==> src/rtl/tds_pkg.sv <==
// Package for the task dependency scoreboard.
// Holds sizes, status and opcode codes, and the per-slot control struct.
// No dependencies.
package tds_pkg;

  localparam int MaxTasks = 32;
  localparam int MaxDeps = 8;
  localparam int PeerBits = 8;
  localparam int IdxW = $clog2(MaxTasks);
  localparam int DepW = $clog2(MaxDeps);

  typedef enum logic [1:0] {
    ST_PENDING  = 2'd0,
    ST_READY    = 2'd1,
    ST_ASSIGNED = 2'd2,
    ST_DONE     = 2'd3
  } status_e;

  typedef enum logic [2:0] {
    OP_DEFINE   = 3'd0,
    OP_LOAD     = 3'd1,
    OP_LIST     = 3'd2,
    OP_ASSIGN   = 3'd3,
    OP_COMPLETE = 3'd4,
    OP_REASSIGN = 3'd5,
    OP_QUERY    = 3'd6
  } opcode_e;

  typedef enum logic [1:0] {
    FSM_IDLE  = 2'd0,
    FSM_WALK  = 2'd1,
    FSM_LIST  = 2'd2,
    FSM_COUNT = 2'd3
  } fsm_e;

  // Command broadcast to the row of cells for one cycle.
  typedef struct packed {
    logic              define;
    logic              load;
    logic              assign_t;
    logic              reassign;
    logic              complete;
    logic              walk;
    logic [IdxW-1:0]   idx;
    logic [3:0]        total;
    logic [DepW-1:0]   slot;
    logic [4:0]        dep_task;
    logic [PeerBits-1:0] peer;
  } cell_cmd_t;

endpackage

==> src/rtl/tds_cell.sv <==
// One task slot of the scoreboard: status, counts, peer and dependency list.
// Depends on tds_pkg.
module tds_cell
  import tds_pkg::*;
(
  input  logic            clk_i,
  input  logic            rst_ni,
  input  logic [IdxW-1:0] my_idx_i,
  input  cell_cmd_t       cmd_i,
  input  logic            active_i,
  input  logic [5:0]      cnt_i,
  output logic [5:0]      cnt_o,
  output status_e         status_o
);

  status_e             status_q, status_d;
  logic [3:0]          needed_q, needed_d;
  logic [3:0]          sat_q, sat_d;
  logic [PeerBits-1:0] peer_q, peer_d;
  logic [5:0]          cnt_q, cnt_d;
  logic [4:0]          list_q [MaxDeps];
  logic                sel;
  logic                hit;

  assign sel = (cmd_i.idx == my_idx_i);
  assign status_o = status_q;
  assign cnt_d = cnt_i + {5'd0, (active_i && status_q == ST_READY)};
  assign cnt_o = cnt_q;

  always_comb begin
    hit = 1'b0;
    for (int d = 0; d < MaxDeps; d++) begin
      if ((d < 32'(needed_q)) && (list_q[d] == cmd_i.dep_task)) begin
        hit = 1'b1;
      end
    end
  end

  always_comb begin
    status_d = status_q;
    needed_d = needed_q;
    sat_d = sat_q;
    peer_d = peer_q;
    if (cmd_i.define && sel) begin
      needed_d = cmd_i.total;
      sat_d = '0;
      status_d = (cmd_i.total == 4'd0) ? ST_READY : ST_PENDING;
    end
    if (cmd_i.assign_t && sel) begin
      peer_d = cmd_i.peer;
      status_d = ST_ASSIGNED;
    end
    if (cmd_i.reassign && sel) begin
      peer_d = '0;
      status_d = ST_READY;
    end
    if (cmd_i.complete && sel) begin
      status_d = ST_DONE;
    end
    if (cmd_i.walk && active_i && status_q == ST_PENDING) begin
      if (hit && sat_q != 4'd15) begin
        sat_d = sat_q + 4'd1;
      end
      if (((hit && sat_q != 4'd15) ? sat_q + 4'd1 : sat_q) == needed_q) begin
        status_d = ST_READY;
      end
    end
  end

  always_ff @(posedge clk_i or negedge rst_ni) begin
    if (!rst_ni) begin
      status_q <= ST_PENDING;
      needed_q <= '0;
      sat_q <= '0;
      peer_q <= '0;
      cnt_q <= '0;
    end else begin
      status_q <= status_d;
      needed_q <= needed_d;
      sat_q <= sat_d;
      peer_q <= peer_d;
      cnt_q <= cnt_d;
    end
  end

  always_ff @(posedge clk_i) begin
    if (cmd_i.load && sel) begin
      list_q[cmd_i.slot] <= cmd_i.dep_task;
    end
  end

endmodule

==> src/rtl/task_dependency_scoreboard.sv <==
// Top level of the task dependency scoreboard: command decode, row of slot
// cells, completion walk and ready listing. Depends on tds_pkg and tds_cell.
//
// Define, load, assign, reassign, query and rejected commands give their one
// result in the cycle after the accepting edge. Complete first moves to the walk
// state, which updates every slot in use in parallel and registers the result. A
// listing first lets the ready count pass through the row of cells, one cell
// per cycle, in the count state, and then scans one slot per cycle in the list
// state until the last ready slot, or the one empty result, has been sent.
// busy is high until the final result is registered. Each result is shown for
// one cycle with res_valid_o; the receiver cannot stall it.
module task_dependency_scoreboard
  import tds_pkg::*;
(
  input  logic        clk_i,
  input  logic        rst_ni,
  input  logic        psel,
  input  logic        penable,
  input  logic        pwrite,
  input  logic [1:0]  paddr,
  input  logic [31:0] pwdata,
  output logic [31:0] prdata,
  output logic        pready,
  input  logic        start,
  output logic        busy,
  input  logic [2:0]  opcode_i,
  input  logic [4:0]  task_index_i,
  input  logic [3:0]  dep_total_i,
  input  logic [2:0]  dep_slot_i,
  input  logic [4:0]  dep_task_i,
  input  logic [7:0]  peer_index_i,
  output logic        res_valid_o,
  output logic        error_o,
  output logic        task_valid_o,
  output logic [4:0]  ready_task_o,
  output logic [5:0]  ready_count_o,
  output logic        last_o,
  output logic [5:0]  done_count_o,
  output logic        all_done_o
);

  logic [5:0]      task_count_q;
  logic [5:0]      comp_q;
  fsm_e            state_q, state_d;
  logic [5:0]      n_used;
  logic [IdxW:0]   ptr_q, ptr_d;
  logic [5:0]      total_q, total_d;
  logic [5:0]      sent_q, sent_d;
  cell_cmd_t       cmd;
  logic [5:0]      chain [MaxTasks+1];
  status_e         stat [MaxTasks];
  logic            acc, inrange;
  logic            rv_d, err_d, tv_d, last_d;
  logic [4:0]      rt_d;
  logic [5:0]      rc_d;
  logic            comp_inc;
  logic [IdxW-1:0] ptr_idx;

  assign pready = 1'b1;
  assign prdata = (paddr == 2'd0) ? {26'd0, task_count_q} : 32'd0;
  assign acc = start && !busy;
  assign busy = (state_q != FSM_IDLE);
  assign n_used = (task_count_q < 6'(MaxTasks)) ? task_count_q : 6'(MaxTasks);
  assign inrange = {1'b0, task_index_i} < n_used;
  assign ptr_idx = ptr_q[IdxW-1:0];

  assign chain[0] = '0;
  for (genvar g = 0; g < MaxTasks; g++) begin : g_cells
    tds_cell u_cell (
      .clk_i,
      .rst_ni,
      .my_idx_i (IdxW'(g)),
      .cmd_i    (cmd),
      .active_i (6'(g) < n_used),
      .cnt_i    (chain[g]),
      .cnt_o    (chain[g+1]),
      .status_o (stat[g])
    );
  end

  always_comb begin
    state_d = state_q;
    ptr_d = ptr_q;
    total_d = total_q;
    sent_d = sent_q;
    cmd = '0;
    cmd.dep_task = dep_task_i;
    cmd.idx = task_index_i;
    cmd.total = dep_total_i;
    cmd.slot = dep_slot_i;
    cmd.peer = peer_index_i;
    comp_inc = 1'b0;
    rv_d = 1'b0;
    err_d = 1'b0;
    tv_d = 1'b0;
    rt_d = '0;
    rc_d = '0;
    last_d = 1'b0;
    case (state_q)
      FSM_IDLE: begin
        if (acc) begin
          rv_d = 1'b1;
          last_d = 1'b1;
          case (opcode_i)
            OP_DEFINE: begin
              err_d = !inrange || dep_total_i > 4'(MaxDeps);
              cmd.define = !err_d;
            end
            OP_LOAD: begin
              err_d = !inrange;
              cmd.load = !err_d;
            end
            OP_ASSIGN: begin
              err_d = !inrange || stat[task_index_i] != ST_READY;
              cmd.assign_t = !err_d;
            end
            OP_REASSIGN: begin
              err_d = !inrange || stat[task_index_i] != ST_ASSIGNED;
              cmd.reassign = !err_d;
            end
            OP_COMPLETE: begin
              err_d = !inrange;
              cmd.complete = !err_d;
              comp_inc = !err_d;
              rv_d = err_d;
              if (!err_d) begin
                state_d = FSM_WALK;
                total_d = {1'b0, task_index_i};
              end
            end
            OP_LIST: begin
              rv_d = 1'b0;
              last_d = 1'b0;
              state_d = FSM_COUNT;
              ptr_d = '0;
              sent_d = '0;
            end
            OP_QUERY: err_d = 1'b0;
            default: err_d = 1'b1;
          endcase
        end
      end
      FSM_WALK: begin
        cmd.walk = 1'b1;
        cmd.dep_task = total_q[4:0];
        state_d = FSM_IDLE;
        rv_d = 1'b1;
        last_d = 1'b1;
      end
      FSM_COUNT: begin
        if (ptr_q == (IdxW+1)'(MaxTasks)) begin
          total_d = chain[MaxTasks];
          ptr_d = '0;
          state_d = FSM_LIST;
        end else begin
          ptr_d = ptr_q + 1'b1;
        end
      end
      FSM_LIST: begin
        if (total_q == 6'd0) begin
          rv_d = 1'b1;
          last_d = 1'b1;
          state_d = FSM_IDLE;
        end else begin
          if ((ptr_q < {1'b0, n_used[IdxW-1:0]} || n_used == 6'(MaxTasks))
              && stat[ptr_idx] == ST_READY) begin
            rv_d = 1'b1;
            tv_d = 1'b1;
            rt_d = 5'(ptr_idx);
            rc_d = total_q;
            sent_d = sent_q + 6'd1;
            last_d = (sent_q + 6'd1 == total_q);
          end
          ptr_d = ptr_q + 1'b1;
          if (last_d) begin
            state_d = FSM_IDLE;
          end
        end
      end
      default: state_d = FSM_IDLE;
    endcase
  end

  always_ff @(posedge clk_i or negedge rst_ni) begin
    if (!rst_ni) begin
      state_q <= FSM_IDLE;
      task_count_q <= 6'd32;
      comp_q <= '0;
      ptr_q <= '0;
      total_q <= '0;
      sent_q <= '0;
      res_valid_o <= 1'b0;
    end else begin
      state_q <= state_d;
      ptr_q <= ptr_d;
      total_q <= total_d;
      sent_q <= sent_d;
      res_valid_o <= rv_d;
      if (psel && penable && pwrite && paddr == 2'd0) begin
        task_count_q <= pwdata[5:0];
      end
      if (comp_inc && comp_q != 6'd63) begin
        comp_q <= comp_q + 6'd1;
      end
    end
  end

  always_ff @(posedge clk_i) begin
    error_o <= err_d;
    task_valid_o <= tv_d;
    ready_task_o <= rt_d;
    ready_count_o <= rc_d;
    last_o <= last_d;
  end

  assign done_count_o = comp_q;
  assign all_done_o = (comp_q == task_count_q);

endmodule

==> config.mk <==
export PLATFORM = sky130hd
export DESIGN_NAME = task_dependency_scoreboard
export DESIGN_NICKNAME = d
export VERILOG_FILES = /design/src/rtl/tds_pkg.sv /design/src/rtl/tds_cell.sv /design/src/rtl/task_dependency_scoreboard.sv
export SDC_FILE = /design/constraint.sdc
export NUM_CORES = 2
export LEC_CHECK = 0
export ABC_AREA = 1
export BUFFER_PORTS_ARGS = -buffer_cell sky130_fd_sc_hd__buf_2
export CORE_UTILIZATION = 50
export DETAILED_ROUTE_END_ITERATION = 6
export GPL_TIMING_DRIVEN = 0
export PLACE_DENSITY = 0.75
export REMOVE_ABC_BUFFERS = 1
export SLEW_MARGIN = 5
export SYNTH_ARGS = -nofsm -noshare
export SYNTH_HDL_FRONTEND = slang
export SYNTH_HIERARCHICAL = 1
export SYNTH_SLANG_ARGS = --single-unit
==> constraint.sdc <==
create_clock -name clk_i -period 19.85 [get_ports clk_i]
set_input_delay 0.9925 -clock clk_i [delete_from_list [all_inputs] [get_ports clk_i]]
set_output_delay 0.9925 -clock clk_i [all_outputs]
set_load 0.01 [all_outputs]
---- Word-level counts from Yosys, hierarchy flattened ----
Memories as Yosys holds them, arrays and structs flattened.
Cells that the tools add are included.
operators by class
  add/sub/neg operators ................... 66
  multipliers ............................. 0
  divide/modulo/power cells ............... 0
  magnitude comparators ................... 294
  eq/ne operators ......................... 410
  shift operators ......................... 0
  multiplexer cells ....................... 693
  bitwise gates (word level) .............. 4
  reductions and logical operators ........ 610
operators by type and width
  kind                 count
  $eq 5x5->1           256
  $logic_and 1x1->1    550
  $lt 3x4->1 const A   128
  $mux 4               128
  $mux 2               201
  $mux 1               338
  $lt 1x4->1 const A   64
  $lt 2x4->1 const A   64
  $add 6x1->6          30
  $add 4x1->4 const B  32
  $eq 4x4->1           32
  $ne 4x4->1 const B   32
  $lt 5x6->1 const A   16
  $eq 5x5->1 const B   16
  $mux 6               12
  $eq 2x1->1 const B   34
  $logic_not 2->1      34
  $lt 4x6->1 const A   8
  $eq 5x4->1 const B   8
  $lt 3x6->1 const A   4
  $pmux 6 s2           2
  $bmux 2 s5           2
  $eq 5x3->1 const B   4
  $add 6x1->6 const B  3
  other kinds (43)     79
word-level totals
  register bits after elaboration ......... 554
  latch bits .............................. 0
  RAM bits ................................ 1280
  bits in read-only memories .............. 0
  input bits .............................. 68
  output and inout bits ................... 56
  word-level logic and storage cells ...... 2249
  memories kept ........................... 32
memories
  name                       depth  bits a word  read ports  clocked after Yosys merged registers in  wr ports  RTL line        source
  g_cells[0].u_cell.list_q   8      5            8           0                                        1         tds_cell.sv:21  logic [4:0] list_q [MaxDeps];
  g_cells[10].u_cell.list_q  8      5            8           0                                        1         tds_cell.sv:21
  g_cells[11].u_cell.list_q  8      5            8           0                                        1         tds_cell.sv:21
  g_cells[12].u_cell.list_q  8      5            8           0                                        1         tds_cell.sv:21
  g_cells[13].u_cell.list_q  8      5            8           0                                        1         tds_cell.sv:21
  g_cells[14].u_cell.list_q  8      5            8           0                                        1         tds_cell.sv:21
  +26 memories               n/a    n/a          n/a         n/a                                      n/a       n/a

---- Depth between registers and ports, before layout ----
  depth after elaboration ................. 17
  mapped depth ............................ 25
  gate-level depth less buffers ........... 23

---- By module ----
Netlist, hierarchy kept.
modules (own cells, without submodules)
  module                             times used  cells an instance  area an instance (sq um)
  tds_cell at g_cells[0].u_cell ...  31          315                2921.6
  task_dependency_scoreboard         1           707                4498.1
  tds_cell at g_cells[9].u_cell      1           306                2882.8

---- Worst setup path before layout ----
OpenSTA, ideal clock, no wires.
  path type ............................... flip-flop to flip-flop
  start ................................... reg state_q[0]
  end ..................................... mem g_cells[0].u_cell.list_q[0][0], data pin
  arrival ................................. 14983 ps
  setup slack ............................. 2042 ps
  cell stages (with the launch flop) ...... 6
  path buffers ............................ 1
  period minus slack after synthesis ...... 17808 ps
  path through ............................ dfrtp_1 -> inv_1 -> nor2_1 -> inv_1 -> clkbuf_1 -> o21ai_0
RTL lines
  what                    RTL line                           source
  from (decl)             task_dependency_scoreboard.sv:44   fsm_e state_q, state_d;
  from (signal assigned)  task_dependency_scoreboard.sv:194  state_q <= state_d;
  to (decl)               tds_cell.sv:21

==> impl_metrics.json <==
{
  "die_area_sq_um": 198000,
  "critPathSlowestCell": "o21ai_4",
  "grt_pass1_vias": 72300,
  "status": "finished clean",
  "dp_hpwl_mm": 162,
  "top_level_ports": 124,
  "syn-cell-area_sq_um": 97900,
  "synth_warnings": 6,
  "seqCellArea_sq_um": 52400,
  "grt_use_total_pct": 23.8,
  "required_ps": 20560,
  "grt_max_degree": 111,
  "synth-seq-area-share_pct": 53.5,
  "synth_edf_count": 1280,
  "critPathMaxFanout": 31,
  "cts_setup_buffers": 0,
  "drc": 0,
  "holdBufCountCts": 0,
  "reg2reg_setup_slack_ps": 14270,
  "dr.pass1.iters": 6,
  "async_flop_share_pct": 29.6,
  "fmax_mhz": 179,
  "initial_core_util_pct": 50.3,
  "layout.nets": 11400,
  "area_growth_pct": 12.4,
  "multiInputGateArea_sq_um": 39200,
  "fin_crit_sh_pct": 28.1,
  "cts_tree": "yes",
  "setup_slack_ps": 14270,
  "synth_top_area_cell": "edfxtp_1",
  "avgSynthCellArea_sq_um": 9.09,
  "cts_buffer_depth": 3,
  "drt-initial-drc-count": 6176,
  "layout-drive-gt1-share_pct": 9.59,
  "hold_path.class": "in2async",
  "clock_sinks": 1839,
  "rows": 162,
  "synthCells": 10800,
  "rsz0062_at_grt": "false",
  "core_sq_um": 195000,
  "worst_pin_slew_ps": 1110,
  "grt-ovfl-total": 0,
  "end_kind": "flop",
  "die_x_microns": 445,
  "vias_per_cell": 5.31,
  "wl_per_cell_microns": 17.0,
  "fin_crit_ps": 5580,
  "cts_resized": 0,
  "synth_ff_type": "edfxtp_1",
  "ir_drop_mv": 0.0765,
  "path_class": "reg2reg",
  "max_cap_violations": 0,
  "synth-seq-cells": 1839,
  "setup_violations": 0,
  "nFillCells": 15900,
  "place_ws_ps": 14260,
  "clk_pin_slew_ps": 60,
  "yosysTopAreaCellShare_pct": 39.2,
  "cts.htree.levels": 4,
  "synth_cell_types": 55,
  "p_leak_nw": 48.0,
  "fin_total_pwr_mw": 11.4,
  "start_kind": "flop",
  "place_congestion": 0.908,
  "crit_top_cell": "buf_12",
  "r2r-end": "g_cells[6].u_cell/sat_q[1]",
  "finalMaxSlewViolations": 0,
  "cts_buffers": 189,
  "crit_arrival_ps": 6290,
  "grt_pass1_wl_mm": 377,
  "num_vias": 74300,
  "routed_wl_mm": 238,
  "crit_buf_inv": 10,
  "p_per_area_nw_per_um2": 104,
  "hold_viol_final": 0,
  "worstReg2RegStart": "state_q[0]",
  "ant_nets": 0,
  "port-buffer-count": 62,
  "synth_area_leaders": "edfxtp_1 (39%), dfrtp_1 (14%), nand2_1 (11%), inv_1 (4.4%), xnor2_1 (4.3%)",
  "cpLargestDelayFamily": "buffers and inverters",
  "max_slew_margin_pct": 25.0,
  "max_stage_delay_ps": 840,
  "clk_latency_ps": 840,
  "skew_ps": 59.5,
  "cts_root_buf": "clkbuf_16",
  "rr_worst_depth": 25,
  "setup_tns_ps": 0,
  "fp.dieH_microns": 445,
  "antenna_found_initial": 9
}
==> area by class of cell <==
class	instances	share of cell area, %
inverter	1357	4.85
tap	2624	2.98
antenna	8	0.0182
sequential	1839	47.6
multi-input combinational	7601	35.6
timing repair buffer	205	3.23
clock buffer	258	4.88
clock inverter	99	0.925
==> synth_stat cells, types with 3 or more instances <==
cell and count:
or2_2 4, dfxtp_1 14, nor3_1 265, nand4_1 105, o22ai_1 32, clkbuf_1 4, o21ai_0 288, o41ai_1 32
inv_4 96, edfxtp_1 1280, clkinv_1 33, nand3b_1 37, buf_6 135, nor2_1 911, nand2_4 66, nor3b_2 5
xor2_1 464, nand3_1 819, o211ai_1 37, nor3_2 3, a21boi_0 32, nand2_2 166, ha_1 108, inv_2 79
inv_1 1147, nand3_2 31, buf_4 65, nand2_1 2969, o21ai_1 136, buf_2 6, o21ai_2 4, xnor2_1 479
dfrtp_1 544, a21oi_2 32, nor2_4 4, nor2_2 78, o21a_1 32, a21oi_1 214
==> cells by family after synthesis <==
kind of cell	after synthesis	synth area share (%)
xor gates and xnor gates	943	8.43
adders and majority gates	108	1.38
and+or+nand+nor	5467	24.2
buffers and inverters	1567	7.54
AOI/OAI and AO/OA	852	4.97
DFF	1839	53.5
other	2	0.00767
==> placed cells by master, fill, tap and decap left out, types with 38 or more instances in the layout <==
cell       count
o21ai_0      283
dfrtp_1      544
nor3_1       265
inv_2         79
conb_1       231
clkbuf_1      38
clkinv_1      54
ha_1         108
nand3_1      819
a21oi_1      214
xnor2_1      479
inv_1       1147
clkinv_2      42
edfxtp_1    1280
nor2_1       908
clkbuf_16    196
buf_2         49
buf_12        76
nand2_1     2969
xor2_1       464
buf_16        57
nor2_2        78
nand4_1      105
nand2_2      166
inv_4         97
o21ai_1      136
nand2_4       66
==> state kept, by name (all words and copies together), names as in the netlist <==
register and cells:
g_cells.u_cell/list_q 1280, last_o 1, error_o 1, state_q 2, ptr_q 6, sent_q 6, g_cells.u_cell/cnt_o 192, res_valid_o 1
done_count_o 6, task_count_q 6, total_q 6, ready_task_o 5, g_cells.u_cell/needed_q 128, g_cells.u_cell/sat_q 128, ready_count_o 6, task_valid_o 1
g_cells.u_cell/status_o 64
==> per-layer routing <==
layer / share of wire (%) / vias up / GRT usage [%]
met5: 0.013 / - / 0
met4: 5.5 / 4 / 12.5
met3: 6.9 / 650 / 3.54
met2: 47 / 2530 / 39.8
met1: 40 / 35400 / 29.8
li1: - / 35700 / -
==> stage by stage <==
step           hold WS (ps)  instance area [sq um]  util, %  cells
2_1_floorplan           424                  96800        -  10800
3_3_place_gp            428                 100000     51.5  13500
3_5_place_dp            429                 104000     53.2  13600
4_1_cts                77.3                 110000     56.5  14000
5_1_grt                 112                 110000     56.5  14000
6_report               90.5                 110000     56.5  14000
==> worst max path at each step <==
stage | cells after the start | from | end | slack, ps
after detailed placement | 25 | state_q[0] | g_cells[6].u_cell/sat_q[1] | 14260
after global routing | 25 | state_q[0] | g_cells[6].u_cell/sat_q[1] | 13900
after floorplan | 4 | state_q[0] | g_cells[0].u_cell/list_q[0][2] | -23670
after CTS | 25 | state_q[0] | g_cells[6].u_cell/sat_q[1] | 14240
final | 25 | state_q[0] | g_cells[6].u_cell/sat_q[1] | 14270
after global placement | 4 | state_q[0] | g_cells[5].u_cell/list_q[2][4] | -52440
==> report_power, final <==
group / switching [mW] / total, mW / internal (mW)
registers: 0.117 / 4.55 / 4.43
logic: 2.14 / 3.26 / 1.13
clock network: 1.51 / 3.62 / 2.11
total: 3.76 / 11.4 / 7.67
(Power assumes the default switching activity.)
